File: config.mk
export PLATFORM = sky130hd
export DESIGN_NAME = fixed_block_pool_allocator_core
export DESIGN_NICKNAME = d
export VERILOG_FILES = /design/src/hw/rtl/fbpa_pkg.sv /design/src/hw/rtl/fbpa_div.sv /design/src/hw/rtl/fbpa_datapath.sv /design/src/hw/rtl/fbpa_ctrl.sv /design/src/hw/rtl/fixed_block_pool_allocator_core.sv
export SDC_FILE = /design/constraint.sdc
export NUM_CORES = 2
export LEC_CHECK = 0
export ABC_AREA = 1
export BUFFER_PORTS_ARGS = -buffer_cell sky130_fd_sc_hd__buf_2
export CAP_MARGIN = 20
export CORE_MARGIN = 4
export CORE_UTILIZATION = 60
export CTS_CLUSTER_SIZE = 25
export DETAILED_ROUTE_END_ITERATION = 6
export PLACE_DENSITY_LB_ADDON = 0.1
export SYNTH_ARGS = -nofsm -noshare
export SYNTH_HDL_FRONTEND = slang
export SYNTH_SLANG_ARGS = --single-unit
File: constraint.sdc
create_clock -name clk -period 5.9 [get_ports clk]
set_clock_uncertainty 0.1 [all_clocks]
set_input_delay 0.885 -clock clk [delete_from_list [all_inputs] [get_ports clk]]
set_output_delay 0.885 -clock clk [all_outputs]
set_load 0.05 [all_outputs]
File: src/hw/rtl/fbpa_pkg.sv
// fbpa_pkg: shared types and codes for the fixed block pool allocator
// holds beat payload structs, action and register codes, control/status structs
// no dependencies
`timescale 1ns / 1ps

package fbpa_pkg;

  // free map word geometry
  localparam int WORD_W   = 32;
  localparam int BIT_W    = 5;
  localparam int BYTE_MSB = 7;

  // configuration port
  localparam int CFG_IDX_W  = 2;
  localparam int CFG_DATA_W = 32;
  localparam int BLEN_W     = 11;

  localparam logic [CFG_IDX_W-1:0] CFG_SHARED_BASE  = 2'd0;
  localparam logic [CFG_IDX_W-1:0] CFG_START_ADDR   = 2'd1;
  localparam logic [CFG_IDX_W-1:0] CFG_END_ADDR     = 2'd2;
  localparam logic [CFG_IDX_W-1:0] CFG_BITMAP_LEN   = 2'd3;

  // action codes
  localparam logic [2:0] ACT_INIT    = 3'd0;
  localparam logic [2:0] ACT_ACQUIRE = 3'd1;
  localparam logic [2:0] ACT_FREE    = 3'd2;
  localparam logic [2:0] ACT_BM_WR   = 3'd3;
  localparam logic [2:0] ACT_BM_RD   = 3'd4;

  typedef struct packed {
    logic [2:0]  action;
    logic [31:0] address;
    logic [6:0]  byte_index;
    logic [7:0]  byte_value;
  } fbpa_in_t;

  typedef struct packed {
    logic        ok;
    logic [31:0] block_address;
    logic [7:0]  bitmap_byte;
  } fbpa_out_t;

  // commands from the controller to the datapath
  typedef struct packed {
    logic load;
    logic div_start;
    logic lim_load;
    logic ptr_clr;
    logic ptr_inc;
    logic clr_wr;
    logic fill_wr;
    logic scan_rd;
    logic hit_wr;
    logic rmw_rd;
    logic rmw_wr;
    logic res_ld;
  } fbpa_cmd_t;

  // status from the datapath to the controller
  typedef struct packed {
    logic [2:0] act;
    logic       div_done;
    logic       ptr_last;
    logic       ptr_over;
    logic       hit;
    logic       miss_end;
    logic       chk_ok;
  } fbpa_stat_t;

endpackage

File: src/hw/rtl/fbpa_div.sv
// fbpa_div: two-lane divider by a fixed block size using reciprocal multiplication
// gives quotient and remainder of both lanes in three steps; done pulses once when ready
// depends on fbpa_pkg
`timescale 1ns / 1ps

module fbpa_div #(
  parameter int DIVISOR = 32
) (
  input  logic             clk,
  input  logic             rst_n,
  input  logic             start,
  input  logic [1:0][31:0] num,
  output logic [1:0][31:0] quo,
  output logic [1:0][$clog2(DIVISOR)-1:0] rem,
  output logic             done
);
  import fbpa_pkg::*;

  localparam int W     = 32;
  localparam int RMW   = $clog2(DIVISOR);
  localparam int SHIFT = W + RMW;
  localparam int CNT_W = 2;

  // ceil(2^SHIFT / DIVISOR) is exact for every 32-bit dividend and fits in 33 bits
  localparam logic [63:0] MAGIC  = ((64'd1 << SHIFT) + 64'(DIVISOR) - 64'd1) / 64'(DIVISOR);
  localparam logic [15:0] MAG_LO = MAGIC[15:0];
  localparam logic [16:0] MAG_HI = MAGIC[32:16];
  localparam logic [W-1:0] DIV_W = W'(DIVISOR);

  localparam logic [CNT_W-1:0] ST_MUL = 2'd3;
  localparam logic [CNT_W-1:0] ST_QUO = 2'd2;
  localparam logic [CNT_W-1:0] ST_REM = 2'd1;

  logic [CNT_W-1:0]    cnt_r, cnt_nxt;
  logic                done_r, done_nxt;
  logic [1:0][W-1:0]   n_r;
  logic [1:0][47:0]    plo_r, plo_nxt;
  logic [1:0][48:0]    phi_r, phi_nxt;
  logic [1:0][64:0]    psum;
  logic [1:0][W-1:0]   q_r, q_nxt;
  logic [1:0][RMW-1:0] rem_r, rem_nxt;

  // partial products, quotient from the summed product, remainder by back-multiply
  always_comb begin
    for (int l = 0; l < 2; l++) begin
      plo_nxt[l] = 48'(n_r[l]) * 48'(MAG_LO);
      phi_nxt[l] = 49'(n_r[l]) * 49'(MAG_HI);
      psum[l]    = 65'(plo_r[l]) + (65'(phi_r[l]) << 16);
      q_nxt[l]   = W'(psum[l] >> SHIFT);
      rem_nxt[l] = RMW'(n_r[l] - W'(q_r[l] * DIV_W));
    end
  end

  // step counter and done pulse
  always_comb begin
    cnt_nxt  = cnt_r;
    done_nxt = 1'b0;
    if (start) begin
      cnt_nxt = ST_MUL;
    end else if (cnt_r != '0) begin
      cnt_nxt = cnt_r - CNT_W'(1);
      if (cnt_r == ST_REM) done_nxt = 1'b1;
    end
  end

  always_ff @(posedge clk) begin
    if (!rst_n) begin
      cnt_r  <= '0;
      done_r <= 1'b0;
    end else begin
      cnt_r  <= cnt_nxt;
      done_r <= done_nxt;
    end
  end

  // operand capture and per-step result registers
  always_ff @(posedge clk) begin
    if (start) n_r <= num;
    if (!start && cnt_r == ST_MUL) begin
      plo_r <= plo_nxt;
      phi_r <= phi_nxt;
    end
    if (!start && cnt_r == ST_QUO) q_r <= q_nxt;
    if (!start && cnt_r == ST_REM) rem_r <= rem_nxt;
  end

  assign quo  = q_r;
  assign rem  = rem_r;
  assign done = done_r;

endmodule

File: src/hw/rtl/fbpa_datapath.sv
// fbpa_datapath: config registers, free map memory, divider and result registers
// acts on command strobes from fbpa_ctrl and reports status back
// depends on fbpa_pkg and fbpa_div
`timescale 1ns / 1ps

module fbpa_datapath #(
  parameter int NUM_BLOCKS = 1024,
  parameter int BLOCK_SIZE = 32
) (
  input  logic                                clk,
  input  logic                                rst_n,
  input  logic                                cfg_we,
  input  logic [fbpa_pkg::CFG_IDX_W-1:0]      cfg_index,
  input  logic [fbpa_pkg::CFG_DATA_W-1:0]     cfg_data,
  input  fbpa_pkg::fbpa_in_t                  in_data,
  input  fbpa_pkg::fbpa_cmd_t                 cmd,
  output fbpa_pkg::fbpa_stat_t                st,
  output fbpa_pkg::fbpa_out_t                 out_data
);
  import fbpa_pkg::*;

  localparam int NUM_WORDS = (NUM_BLOCKS + WORD_W - 1) / WORD_W;
  localparam int WA_W      = (NUM_WORDS > 1) ? $clog2(NUM_WORDS) : 1;
  localparam int PTR_W     = $clog2(NUM_WORDS + 1);
  localparam int BIDX_W    = WA_W + BIT_W;
  localparam int IDX_W     = $clog2(NUM_BLOCKS + 1);
  localparam int RMW       = $clog2(BLOCK_SIZE);

  localparam logic [PTR_W-1:0]  LAST_PTR  = PTR_W'(NUM_WORDS - 1);
  localparam logic [PTR_W-1:0]  OVER_PTR  = PTR_W'(NUM_WORDS);
  localparam logic [WA_W-1:0]   LAST_WORD = WA_W'(NUM_WORDS - 1);
  localparam logic [31:0]       NB_32     = 32'(NUM_BLOCKS);
  localparam logic [31:0]       BS_32     = 32'(BLOCK_SIZE);
  localparam logic [31:0]       NW_32     = 32'(NUM_WORDS);
  localparam logic [WORD_W-1:0] ONES      = '1;

  // configuration registers
  logic [31:0]       base_r, start_r, end_r;
  logic [BLEN_W-1:0] blen_r;

  always_ff @(posedge clk) begin
    if (!rst_n) begin
      base_r  <= '0;
      start_r <= '0;
      end_r   <= '0;
      blen_r  <= '0;
    end else if (cfg_we) begin
      case (cfg_index)
        CFG_SHARED_BASE: base_r  <= cfg_data;
        CFG_START_ADDR:  start_r <= cfg_data;
        CFG_END_ADDR:    end_r   <= cfg_data;
        CFG_BITMAP_LEN:  blen_r  <= cfg_data[BLEN_W-1:0];
        default:         ;
      endcase
    end
  end

  // input beat holding register
  fbpa_in_t item_r;

  always_ff @(posedge clk) begin
    if (cmd.load) item_r <= in_data;
  end

  // word pointer for clearing, filling and scanning
  logic [PTR_W-1:0] ptr_r;

  always_ff @(posedge clk) begin
    if (!rst_n) begin
      ptr_r <= '0;
    end else if (cmd.ptr_clr) begin
      ptr_r <= '0;
    end else if (cmd.ptr_inc) begin
      ptr_r <= ptr_r + PTR_W'(1);
    end
  end

  // divider lanes: init takes start/end offsets, free takes address offsets
  logic [1:0][31:0]     div_num, div_quo;
  logic [1:0][RMW-1:0]  div_rem;
  logic                 div_done;

  always_comb begin
    if (item_r.action == ACT_INIT) begin
      div_num[0] = start_r - base_r;
      div_num[1] = end_r - base_r;
    end else begin
      div_num[0] = item_r.address - base_r;
      div_num[1] = item_r.address - start_r;
    end
  end

  fbpa_div #(
    .DIVISOR (BLOCK_SIZE)
  ) u_div (
    .clk   (clk),
    .rst_n (rst_n),
    .start (cmd.div_start),
    .num   (div_num),
    .quo   (div_quo),
    .rem   (div_rem),
    .done  (div_done)
  );

  // free range limits and free checks from the divider
  logic [31:0]       ceil0, ceil1, lo32, hi32, a_off, span;
  logic [IDX_W-1:0]  lo_nxt, hi_nxt, lo_r, hi_r;
  logic              chk_nxt, chk_ok_r;
  logic [BIDX_W-1:0] fidx_r;

  always_comb begin
    ceil0   = div_quo[0] + 32'(div_rem[0] != '0);
    ceil1   = div_quo[1] + 32'(div_rem[1] != '0);
    lo32    = (start_r <= base_r) ? 32'd0 : ceil0;
    hi32    = (end_r <= base_r) ? 32'd0 : ceil1;
    lo_nxt  = (lo32 > NB_32) ? IDX_W'(NUM_BLOCKS) : IDX_W'(lo32);
    hi_nxt  = (hi32 > NB_32) ? IDX_W'(NUM_BLOCKS) : IDX_W'(hi32);
    a_off   = item_r.address - start_r;
    span    = end_r - start_r;
    chk_nxt = (a_off < span) && (div_rem[1] == '0) && (item_r.address >= base_r) &&
              (div_rem[0] == '0) && (div_quo[0] < NB_32);
  end

  always_ff @(posedge clk) begin
    if (cmd.lim_load) begin
      lo_r     <= lo_nxt;
      hi_r     <= hi_nxt;
      chk_ok_r <= chk_nxt;
      fidx_r   <= div_quo[0][BIDX_W-1:0];
    end
  end

  // init fill word: blocks with lo <= index < hi are free
  logic [31:0]       wbase, lo_w, hi_w, lo_off, hi_off;
  logic [WORD_W-1:0] ge_mask, lt_mask, fill_word;

  always_comb begin
    wbase  = 32'(ptr_r) << BIT_W;
    lo_w   = 32'(lo_r);
    hi_w   = 32'(hi_r);
    lo_off = lo_w - wbase;
    hi_off = hi_w - wbase;
    if (lo_w <= wbase)                  ge_mask = ONES;
    else if (lo_w >= wbase + 32'(WORD_W)) ge_mask = '0;
    else                                ge_mask = ONES << lo_off[BIT_W-1:0];
    if (hi_w <= wbase)                  lt_mask = '0;
    else if (hi_w >= wbase + 32'(WORD_W)) lt_mask = ONES;
    else                                lt_mask = ~(ONES << hi_off[BIT_W-1:0]);
    fill_word = ge_mask & lt_mask;
  end

  // free map memory with registered read
  logic [WORD_W-1:0] mem [NUM_WORDS];
  logic [WORD_W-1:0] rdata_r, mem_wdata;
  logic [WA_W-1:0]   mem_raddr, mem_waddr, rmw_addr;
  logic              mem_we, mem_re;

  always_ff @(posedge clk) begin
    if (mem_we) mem[mem_waddr] <= mem_wdata;
    if (mem_re) rdata_r <= mem[mem_raddr];
  end

  // scan read tracking
  logic            rd_valid_r;
  logic [WA_W-1:0] rd_addr_r;

  always_ff @(posedge clk) begin
    if (!rst_n) rd_valid_r <= 1'b0;
    else        rd_valid_r <= cmd.scan_rd;
  end

  always_ff @(posedge clk) begin
    if (cmd.scan_rd) rd_addr_r <= ptr_r[WA_W-1:0];
  end

  // lowest free block of the word just read
  logic [WORD_W-1:0] low_bit;
  logic [BIT_W-1:0]  low_pos;

  always_comb begin
    low_bit = rdata_r & (~rdata_r + WORD_W'(1));
    low_pos = '0;
    for (int j = 0; j < WORD_W; j++) begin
      if (low_bit[j]) low_pos = low_pos | BIT_W'(j);
    end
  end

  // acquired block index and hit flag
  logic [BIDX_W-1:0] found_idx_r;
  logic              acq_hit_r;
  logic [31:0]       acq_addr;

  always_ff @(posedge clk) begin
    if (cmd.hit_wr) found_idx_r <= {rd_addr_r, low_pos};
  end

  always_ff @(posedge clk) begin
    if (!rst_n)          acq_hit_r <= 1'b0;
    else if (cmd.load)   acq_hit_r <= 1'b0;
    else if (cmd.hit_wr) acq_hit_r <= 1'b1;
  end

  assign acq_addr = base_r + 32'(32'(found_idx_r) * BS_32);

  // bitmap byte access and free read-modify-write
  logic [31:0]       bw_word32;
  logic              bw_ok, cur_bit;
  logic [BIT_W-1:0]  bsh;
  logic [WORD_W-1:0] sh_word, clr_mask;
  logic [7:0]        rd_byte, wr_m;
  logic [9:0]        bit_n;

  always_comb begin
    bw_word32 = 32'(item_r.byte_index) >> 2;
    bw_ok     = (bw_word32 < NW_32);
    bsh       = {item_r.byte_index[1:0], 3'b000};
    sh_word   = rdata_r >> bsh;
    rd_byte   = '0;
    wr_m      = '0;
    bit_n     = '0;
    for (int i = 0; i <= BYTE_MSB; i++) begin
      bit_n = {item_r.byte_index, 3'(i)};
      rd_byte[BYTE_MSB-i] = (BLEN_W'(bit_n) < blen_r) &&
                            ((32'(bit_n) >= NB_32) || !sh_word[i]);
      wr_m[i] = (BLEN_W'(bit_n) < blen_r) && (32'(bit_n) < NB_32) &&
                item_r.byte_value[BYTE_MSB-i];
    end
    clr_mask = WORD_W'(wr_m) << bsh;
    cur_bit  = rdata_r[fidx_r[BIT_W-1:0]];
    if (item_r.action == ACT_FREE) rmw_addr = fidx_r[BIDX_W-1:BIT_W];
    else                           rmw_addr = WA_W'(bw_word32);
  end

  // memory port selection
  always_comb begin
    mem_re    = cmd.scan_rd | cmd.rmw_rd;
    mem_raddr = cmd.scan_rd ? ptr_r[WA_W-1:0] : rmw_addr;
    mem_we    = 1'b0;
    mem_waddr = ptr_r[WA_W-1:0];
    mem_wdata = '0;
    if (cmd.clr_wr) begin
      mem_we = 1'b1;
    end else if (cmd.fill_wr) begin
      mem_we    = 1'b1;
      mem_wdata = fill_word;
    end else if (cmd.hit_wr) begin
      mem_we    = 1'b1;
      mem_waddr = rd_addr_r;
      mem_wdata = rdata_r & ~low_bit;
    end else if (cmd.rmw_wr) begin
      mem_waddr = rmw_addr;
      if (item_r.action == ACT_FREE) begin
        mem_we    = chk_ok_r & ~cur_bit;
        mem_wdata = rdata_r | (WORD_W'(1) << fidx_r[BIT_W-1:0]);
      end else begin
        mem_we    = (item_r.action == ACT_BM_WR) & bw_ok;
        mem_wdata = rdata_r & ~clr_mask;
      end
    end
  end

  // result register
  fbpa_out_t res_nxt, res_r;

  always_comb begin
    res_nxt = '0;
    case (item_r.action)
      ACT_INIT: res_nxt.ok = 1'b1;
      ACT_ACQUIRE: begin
        res_nxt.ok            = acq_hit_r;
        res_nxt.block_address = acq_hit_r ? acq_addr : 32'd0;
      end
      ACT_FREE:  res_nxt.ok = chk_ok_r & ~cur_bit;
      ACT_BM_WR: res_nxt.ok = 1'b1;
      ACT_BM_RD: begin
        res_nxt.ok          = 1'b1;
        res_nxt.bitmap_byte = rd_byte;
      end
      default: res_nxt = '0;
    endcase
  end

  always_ff @(posedge clk) begin
    if (cmd.res_ld) res_r <= res_nxt;
  end

  assign out_data = res_r;

  // status to the controller
  always_comb begin
    st.act      = item_r.action;
    st.div_done = div_done;
    st.ptr_last = (ptr_r == LAST_PTR);
    st.ptr_over = (ptr_r == OVER_PTR);
    st.hit      = rd_valid_r & (|rdata_r);
    st.miss_end = rd_valid_r & ~(|rdata_r) & (rd_addr_r == LAST_WORD);
    st.chk_ok   = chk_ok_r;
  end

endmodule

File: src/hw/rtl/fbpa_ctrl.sv
// fbpa_ctrl: controller state machine of the allocator
// sequences clearing, init fill, acquire scan, free and bitmap access
// depends on fbpa_pkg
`timescale 1ns / 1ps

module fbpa_ctrl (
  input  logic                 clk,
  input  logic                 rst_n,
  input  logic                 start,
  output logic                 busy,
  output logic                 out_valid,
  input  fbpa_pkg::fbpa_stat_t st,
  output fbpa_pkg::fbpa_cmd_t  cmd
);
  import fbpa_pkg::*;

  localparam logic [3:0] S_CLR    = 4'd0;
  localparam logic [3:0] S_IDLE   = 4'd1;
  localparam logic [3:0] S_DISP   = 4'd2;
  localparam logic [3:0] S_DIV    = 4'd3;
  localparam logic [3:0] S_FILL   = 4'd4;
  localparam logic [3:0] S_SCAN   = 4'd5;
  localparam logic [3:0] S_ADDR   = 4'd6;
  localparam logic [3:0] S_RMW_RD = 4'd7;
  localparam logic [3:0] S_RMW_WR = 4'd8;
  localparam logic [3:0] S_RESP   = 4'd9;

  logic [3:0] state_r, state_nxt;

  // next state and command decode
  always_comb begin
    state_nxt = state_r;
    cmd       = '0;
    case (state_r)
      S_CLR: begin
        cmd.clr_wr  = 1'b1;
        cmd.ptr_inc = 1'b1;
        if (st.ptr_last) state_nxt = S_IDLE;
      end
      S_IDLE: begin
        cmd.ptr_clr = 1'b1;
        if (start) begin
          cmd.load  = 1'b1;
          state_nxt = S_DISP;
        end
      end
      S_DISP: begin
        case (st.act)
          ACT_INIT, ACT_FREE: begin
            cmd.div_start = 1'b1;
            state_nxt     = S_DIV;
          end
          ACT_ACQUIRE: state_nxt = S_SCAN;
          ACT_BM_WR, ACT_BM_RD: begin
            cmd.rmw_rd = 1'b1;
            state_nxt  = S_RMW_WR;
          end
          default: begin
            cmd.res_ld = 1'b1;
            state_nxt  = S_RESP;
          end
        endcase
      end
      S_DIV: begin
        if (st.div_done) begin
          cmd.lim_load = 1'b1;
          state_nxt    = (st.act == ACT_INIT) ? S_FILL : S_RMW_RD;
        end
      end
      S_FILL: begin
        cmd.fill_wr = 1'b1;
        cmd.ptr_inc = 1'b1;
        if (st.ptr_last) begin
          cmd.res_ld = 1'b1;
          state_nxt  = S_RESP;
        end
      end
      S_SCAN: begin
        if (st.hit) begin
          cmd.hit_wr = 1'b1;
          state_nxt  = S_ADDR;
        end else if (st.miss_end) begin
          cmd.res_ld = 1'b1;
          state_nxt  = S_RESP;
        end else if (!st.ptr_over) begin
          cmd.scan_rd = 1'b1;
          cmd.ptr_inc = 1'b1;
        end
      end
      S_ADDR: begin
        cmd.res_ld = 1'b1;
        state_nxt  = S_RESP;
      end
      S_RMW_RD: begin
        if (st.chk_ok) begin
          cmd.rmw_rd = 1'b1;
          state_nxt  = S_RMW_WR;
        end else begin
          cmd.res_ld = 1'b1;
          state_nxt  = S_RESP;
        end
      end
      S_RMW_WR: begin
        cmd.rmw_wr = 1'b1;
        cmd.res_ld = 1'b1;
        state_nxt  = S_RESP;
      end
      S_RESP:  state_nxt = S_IDLE;
      default: state_nxt = S_IDLE;
    endcase
  end

  always_ff @(posedge clk) begin
    if (!rst_n) state_r <= S_CLR;
    else        state_r <= state_nxt;
  end

  assign busy      = (state_r != S_IDLE);
  assign out_valid = (state_r == S_RESP);

endmodule

File: src/hw/rtl/fixed_block_pool_allocator_core.sv
// fixed_block_pool_allocator_core: top level of the fixed block pool allocator
// joins fbpa_ctrl and fbpa_datapath; depends on fbpa_pkg
//
// channel | ports                          | beat taken
// input   | start, busy, in_data           | rising edge with start high and busy low
// result  | out_valid, out_data            | the single cycle out_valid is high
// config  | cfg_we, cfg_index, cfg_data    | rising edge with cfg_we high
//
// one item at a time; the result strobes in the cycle after the work below ends, then busy drops
// init: a 3-step reciprocal divide, then one map word written per cycle
// acquire: scans map words in order to the first free block, or to the last word if none
// free: divide, then one read-modify-write unless rejected; bitmap: one read, and a write for in-range writes
// after reset a clearing pass over every map word holds busy high; config belongs between
// items; the receiver cannot stall results; out_data holds each result for its strobe cycle
`timescale 1ns / 1ps

module fixed_block_pool_allocator_core #(
  parameter int NUM_BLOCKS = 1024,
  parameter int BLOCK_SIZE = 32
) (
  input  logic                            clk,
  input  logic                            rst_n,
  input  logic                            start,
  output logic                            busy,
  input  fbpa_pkg::fbpa_in_t              in_data,
  output logic                            out_valid,
  output fbpa_pkg::fbpa_out_t             out_data,
  input  logic                            cfg_we,
  input  logic [fbpa_pkg::CFG_IDX_W-1:0]  cfg_index,
  input  logic [fbpa_pkg::CFG_DATA_W-1:0] cfg_data
);
  import fbpa_pkg::*;

  fbpa_cmd_t  cmd;
  fbpa_stat_t st;

  fbpa_ctrl u_ctrl (
    .clk       (clk),
    .rst_n     (rst_n),
    .start     (start),
    .busy      (busy),
    .out_valid (out_valid),
    .st        (st),
    .cmd       (cmd)
  );

  fbpa_datapath #(
    .NUM_BLOCKS (NUM_BLOCKS),
    .BLOCK_SIZE (BLOCK_SIZE)
  ) u_dp (
    .clk       (clk),
    .rst_n     (rst_n),
    .cfg_we    (cfg_we),
    .cfg_index (cfg_index),
    .cfg_data  (cfg_data),
    .in_data   (in_data),
    .cmd       (cmd),
    .st        (st),
    .out_data  (out_data)
  );

  // an accepted beat keeps the block busy until its result
  a_accept_busy: assert property (@(posedge clk) disable iff (!rst_n)
    (start && !busy) |=> busy)
    else $error("accepted beat did not make the block busy");

  // one result per item: the strobe is never high in consecutive cycles
  a_single_strobe: assert property (@(posedge clk) disable iff (!rst_n)
    out_valid |=> !out_valid)
    else $error("result strobe held for more than one cycle");

  // at most one source drives the map write port
  a_one_writer: assert property (@(posedge clk) disable iff (!rst_n)
    $onehot0({cmd.clr_wr, cmd.fill_wr, cmd.hit_wr, cmd.rmw_wr}))
    else $error("more than one map write in a cycle");

  // a scan hit leads to the acquire result by way of the address state and then the response state
  a_hit_result: assert property (@(posedge clk) disable iff (!rst_n)
    cmd.hit_wr |=> ##1 out_valid)
    else $error("acquire hit did not produce a result");

endmodule
* Word-level counts from Yosys, hierarchy flattened
Memory sizes are Yosys's and may differ from the RTL's. A register that Yosys moved wholly into a read port is not among the register bits.
Cells that the tools add are included.
** Cells by class
- $add $sub $neg :: 16
- Magnitude comparators :: 21
- Equality and inequality tests :: 35
- Shifts and indexed selects :: 5
- Muxes and demuxes :: 115
- Bitwise logic cells :: 18
- Reductions and logical operators :: 59
** Operators by type and width (number)
- 32-bit two-way mux :: 20
- 32-bit subtractor :: 5
- 32-bit AND :: 4
- 32-bit NOT :: 4
- 5-bit two-way mux :: 20
- 10-bit by 11-bit < comparator with 1-bit output :: 8
- 32-bit by 11-bit greater-than comparator with 1-bit output (second input constant) :: 2
- 32-bit less-or-equal comparator :: 2
- 64-bit two-way mux :: 1
- 32-bit by 5-bit left shift with 32-bit output (first input constant) :: 2
- 27-bit by 1-bit adder with 28-bit output :: 2
- 4-bit two-way mux :: 14
- 1-bit two-way mux :: 37
- 11-bit two-way mux :: 3
- 32-bit by 1-bit adder with 32-bit output (second input constant) :: 1
- 32-bit by 15-bit adder with 32-bit output :: 1
- 32-bit >= comparator :: 1
- 32-bit < comparator :: 1
- 32-bit OR :: 1
- 4-bit case mux with 8 select lines :: 1
- 32-bit OR reduction :: 1
- 1-bit by 5-bit left shift with 32-bit output (first input constant) :: 1
- 8-bit by 5-bit left shift with 32-bit output :: 1
- 32-bit by 5-bit right shift with 8-bit output :: 1
- 52 further kinds :: 135
** Storage, ports and cells
- Flip-flop bits (word level) :: 453
- RAM bits :: 1024
- Output and inout port bits :: 43
- Word-level logic and storage cells :: 306
- Memories :: 1
** Memories
- u_dp.mem :: words 32, bits a word 32, read ports 1, clocked after memory_dff 1, wr ports 1, line fbpa_datapath.sv:153 : logic [WORD_W-1:0] mem [NUM_WORDS];

* Logic depth before layout (Yosys ltp)
- Word-level depth :: 32
- Mapped depth :: 25

* Modules after synthesis
Synthesis repeated with hierarchy kept, for this count alone.
** Second synthesis, totals
- Cells, all modules :: 7466
- Area total of the unflattened synthesis :: 75133.3 sq um
** By module, submodules not included
- fbpa_datapath :: times used 1, cells each 7138, area each 68859.8 sq um
- fbpa_div :: times used 1, cells each 223, area each 5743.0 sq um
- fbpa_ctrl :: times used 1, cells each 105, area each 530.5 sq um

* Worst setup path after synthesis
No wires, ideal clock.
- Kind :: reg2reg
- Start point :: register u_ctrl.state_r[2]
- End point :: register u_dp.u_div.phi_r[21] (netlist bit) (enable)
- Data arrival time :: 4.733 ns
- Path slack :: 0.569 ns
- Stages on the path, launching flop included :: 9
- Clock period less this slack :: 5.331 ns
- Cells stage by stage :: dfxtp_1 nor2_1 inv_1 nor2_1 inv_1 nor2_1 inv_1 nand2_1 inv_1
** RTL lines
- start, declared :: line fbpa_ctrl.sv:28 : logic [3:0] state_r, state_nxt;
- start signal, assigned :: line fbpa_ctrl.sv:115 : else state_r <= state_nxt;
- end signal, assigned :: line fbpa_div.sv:81 : phi_r <= phi_nxt;
- end, declared :: line fbpa_div.sv:38 : logic [1:0][48:0] phi_r, phi_nxt;

* Worst setup path after layout
- Start point :: register u_dp.start_r[2]
- End point :: register u_dp.chk_ok_r (data pin)
** On the way
- Cells in the longest elaborated chain, start to end :: 6
- Elaborated cells between the ends (all ways) :: 7
- Classes of those cells :: add/sub (2); order compare (1); reduce/logical (4)
** Ends and longest elaborated chain
- start, declared :: line fbpa_datapath.sv:38 : logic [31:0] base_r, start_r, end_r;
- start signal, assigned :: line fbpa_datapath.sv:50 : CFG_START_ADDR: start_r <= cfg_data;
- 32-bit subtractor, on equally long branches :: line fbpa_datapath.sv:118, fbpa_datapath.sv:119
- 32-bit < comparator * :: line fbpa_datapath.sv:120 : chk_nxt = (a_off < span) && (div_rem[1] == '0) && (item_r.address >= base_r) &&
- 1-bit logical AND * (3 in series) :: line fbpa_datapath.sv:120
- 1-bit logical AND * :: line fbpa_datapath.sv:121 : (div_rem[0] == '0) && (div_quo[0] < NB_32);
- via u_dp.chk_nxt :: line fbpa_datapath.sv:108 : logic chk_nxt, chk_ok_r;
- end signal, assigned :: line fbpa_datapath.sv:128 : chk_ok_r <= chk_nxt;
- end, declared :: line fbpa_datapath.sv:108
The timed path passes the listed nets; every way through them passes the cells marked *.
A chain may end at the register's enable or synchronous reset.

==> run summary <==
outcome -> complete, but fails checks
failing checks -> DRC
clock tree from TritonCTS -> built
largest net degree at the start of global routing -> 112
Worst-path clk slew -> 0.07 ns
dpl ws -> 1.16 ns
nets@finish -> 8,836
Mean Syn Cell Area -> 9.19 um2
clk buf depth -> 3
cell area after synthesis -> 76,900 um2
RSZ-0062 raised after global routing -> false
number of global-route vias before repair -> 58,938
worst vdd ir -> 0.315 mV
crit path DAT -> 5.58 ns
max-cap viol count -> 0
Final ANT Viol Nets -> 0
Critical-path top delay cell -> nor4_2
Tmin final -> 5.03 ns
setup bufs post-CTS -> 0
CP max FO -> 4
DR iter-0 viols -> 10,170
initial antenna violation count -> 14
Synth area leaders -> edfxtp_1 (54%), nand2_1 (8.5%), inv_1 (7.5%), nand3_1 (7.5%), ha_1 (3.9%)
first-pass GRT wire length -> 389 mm
Critical Path Max Stage Delay -> 0.95 ns
area leader, netlist -> edfxtp_1
sequence of cells on the critical path -> inv_1 -> ha_1 -> nand3_1 -> nand2_1 -> a21boi_0 -> o21ai_0 -> a21boi_0 -> buf_4 -> o21ai_0 -> a21oi_1 -> xor2_1 -> ha_1 -> nor4_2 -> o2111ai_1 -> nor2_1 -> and3_1
PwrDens -> 279 nW/um2
die height -> 366 um
Pre-Repair DR Iteration Count -> 7
RD Place Congestion -> 1.03
critical path launch point type -> register
fill count -> 9,827
Lkg Pwr -> 0.0370 uW
Final Hold Vio Count -> 0
Crit. End Element -> register
# DRC -> 1
post_cts resized -> 0
worst path bufs/invs -> 2
class of the worst hold path -> in -> reg
HPWL Detailed -> 183 mm
Worst Tran Pin Value -> 1.17 ns
initial core utilization -> 60.4%
Synth Flop Type -> edfxtp_1
post-layout utilization of the core -> 66.8%
clock sink count -> 1,499
CP top delay family -> compound AO/OA/AOI/OAI gates
Post-synth ARST share -> 0%
clock buffer count from CTS -> 154
most frequent cells after synthesis -> nand2_1 (1,746), inv_1 (1,539), edfxtp_1 (1,377)
mean number of vias per cell -> 6.14
top cell type's share of synthesized area -> 53.8%
Congestion Overflow GR -> 0
WL/cell -> 26.0 um
clock latency on the worst-skew pair -> 0.80 ns
WP data required -> 6.45 ns
DRT Wirelength -> 267 mm
Layout area overhead -> 10.7%
Seq/Total Area, Yosys -> 57.0%
Clk Tree Root Cell -> clkbuf_16
core area -> 127,000 um2
Setup TNS Final -> 0 ns
synth unique cells -> 60
Slew Limit Headroom -> 22.3%
port bufs -> 130
Yosys warning total -> 0
DIE AREA -> 134,000 um2
Slew Viols, Final -> 0
final instance area -> 85,100 um2
most frequent cell after synthesis -> nand2_1
Mapped Cells -> 8,366
GR Util All Layers -> 39.1%
fmax -> 199 MHz
Hold Slack -> 0.177 ns
chip width -> 366 um
final worst setup slack -> 0.867 ns
I/O pins -> 131
fraction of layout cells with a size suffix above 1 -> 7.23%
Hold Buf Count CTS -> 0
post-placement cell area -> 80,000 um2
Syn Nets -> 8,701
critical path type -> reg -> reg
H-tree depth -> 4
final setup fails -> 0
Final Cycle Share -> 85.3%
# rows -> 131
EDFF count, synth -> 1,377
Yosys reg bits -> 1,499
Vias -> 63,206
==> flip-flops by register name, indices dropped and copies added (netlist names), 40 cells and up <==
register,count
u_dp.mem,1024
u_dp.item_r,40
u_dp.u_div.quo,54
u_dp.u_div.n_r,64
u_dp.out_data,41
u_dp.u_div.phi_r,54
==> layer usage <==
| layer | global-route usage [%] | up-vias | part of all wire [%] |
|---|---|---|---|
| li1 | - | 28203 | - |
| met1 | 56.3 | 29701 | 40 |
| met2 | 55.6 | 4504 | 42 |
| met3 | 10.4 | 790 | 13 |
| met4 | 17.8 | 8 | 5.3 |
| met5 | 0 | - | 0.021 |
==> metrics by stage <==
step,std cells,power [uW]
CTS,10292,23700
global placement,10005,14200
finish,10297,23800
global route,10293,24500
floorplan,8366,13500
detailed placement,10006,14300
==> layout make-up <==
cell class	instances	area (um2)	share of cell area, %
Antenna cell	4	10.0	0.0118
Clock buffer	194	4040	4.74
Clock inverter	92	981	1.15
Inverter	1548	5810	6.83
Multi-Input combinational cell	5014	26100	30.7
Sequential cell	1499	43800	51.5
Tap cell	1662	2080	2.44
Timing Repair Buffer	284	2290	2.69
==> cells in the final DEF, fill, tap and decap left out, types with 10 or more instances in the layout <==
| master | instances |
|---|---|
| a21boi_0 | 12 |
| or2_2 | 19 |
| a21o_1 | 26 |
| clkinv_2 | 35 |
| dfxtp_1 | 122 |
| nand3_1 | 1149 |
| xor2_1 | 79 |
| ha_1 | 241 |
| clkinv_1 | 24 |
| a21oi_1 | 411 |
| inv_2 | 22 |
| buf_4 | 115 |
| nor2_1 | 378 |
| xnor2_1 | 54 |
| o21bai_1 | 19 |
| o2111ai_1 | 10 |
| a31oi_1 | 41 |
| clkbuf_1 | 38 |
| inv_1 | 1523 |
| nand2_1 | 1745 |
| edfxtp_1 | 1377 |
| nor4_1 | 22 |
| o21ai_0 | 415 |
| nor3_1 | 112 |
| nand4_1 | 71 |
| nor2_4 | 26 |
| nand3b_1 | 12 |
| buf_2 | 130 |
| o211ai_1 | 19 |
| a211oi_1 | 13 |
| buf_12 | 37 |
| o21a_1 | 20 |
| clkbuf_16 | 155 |
==> worst register-to-register path: cells and delay by family (launching register included) <==
| family | cells | cell delay (ns) |
|---|---|---|
| and+or+nand+nor | 5 | 1.53 |
| adders and majority gates | 2 | 0.72 |
| DFF | 1 | 0.37 |
| AOI/OAI and AO/OA | 6 | 1.66 |
| xor gates and xnor gates | 1 | 0.19 |
| buffers and inverters | 2 | 0.33 |
==> path summary, 6_finish.rpt <==
path | to | startpoint | slack, ns | cells past startpoint
max | u_dp.chk_ok_r | u_dp.start_r[2] | 0.87 | 16
min | u_dp.item_r[0] | in_data[0] | 0.18 | 1
max reg2reg | u_dp.chk_ok_r | u_dp.start_r[2] | 0.87 | 16
min reg2reg | u_dp.u_div.phi_r[40] | u_dp.u_div.n_r[24] | 0.28 | 0
==> logic make-up (layout without fill, tap and decap cells) <==
group                      after synthesis  count (layout)  share of synthesized area [%]
AOI/OAI and AO/OA                     1062            1062                           7.67
buffers and inverters                 1853            2118                           9.60
muxes                                    4               4                         0.0521
other                                    0               4                              0
DFF                                   1499            1499                           57.0
adders and majority gates              247             247                           4.08
xor gates and xnor gates               133             133                           1.52
and+or+nand+nor                       3568            3568                           20.1
==> where the power goes <==
part | leakage (uW) | internal [uW] | switching, uW | total (uW)
clock network | 0.00243 | 5340 | 4300 | 9640
logic | 0.0213 | 671 | 1550 | 2220
registers | 0.0132 | 11700 | 166 | 11900
(Power assumes the default switching activity.)
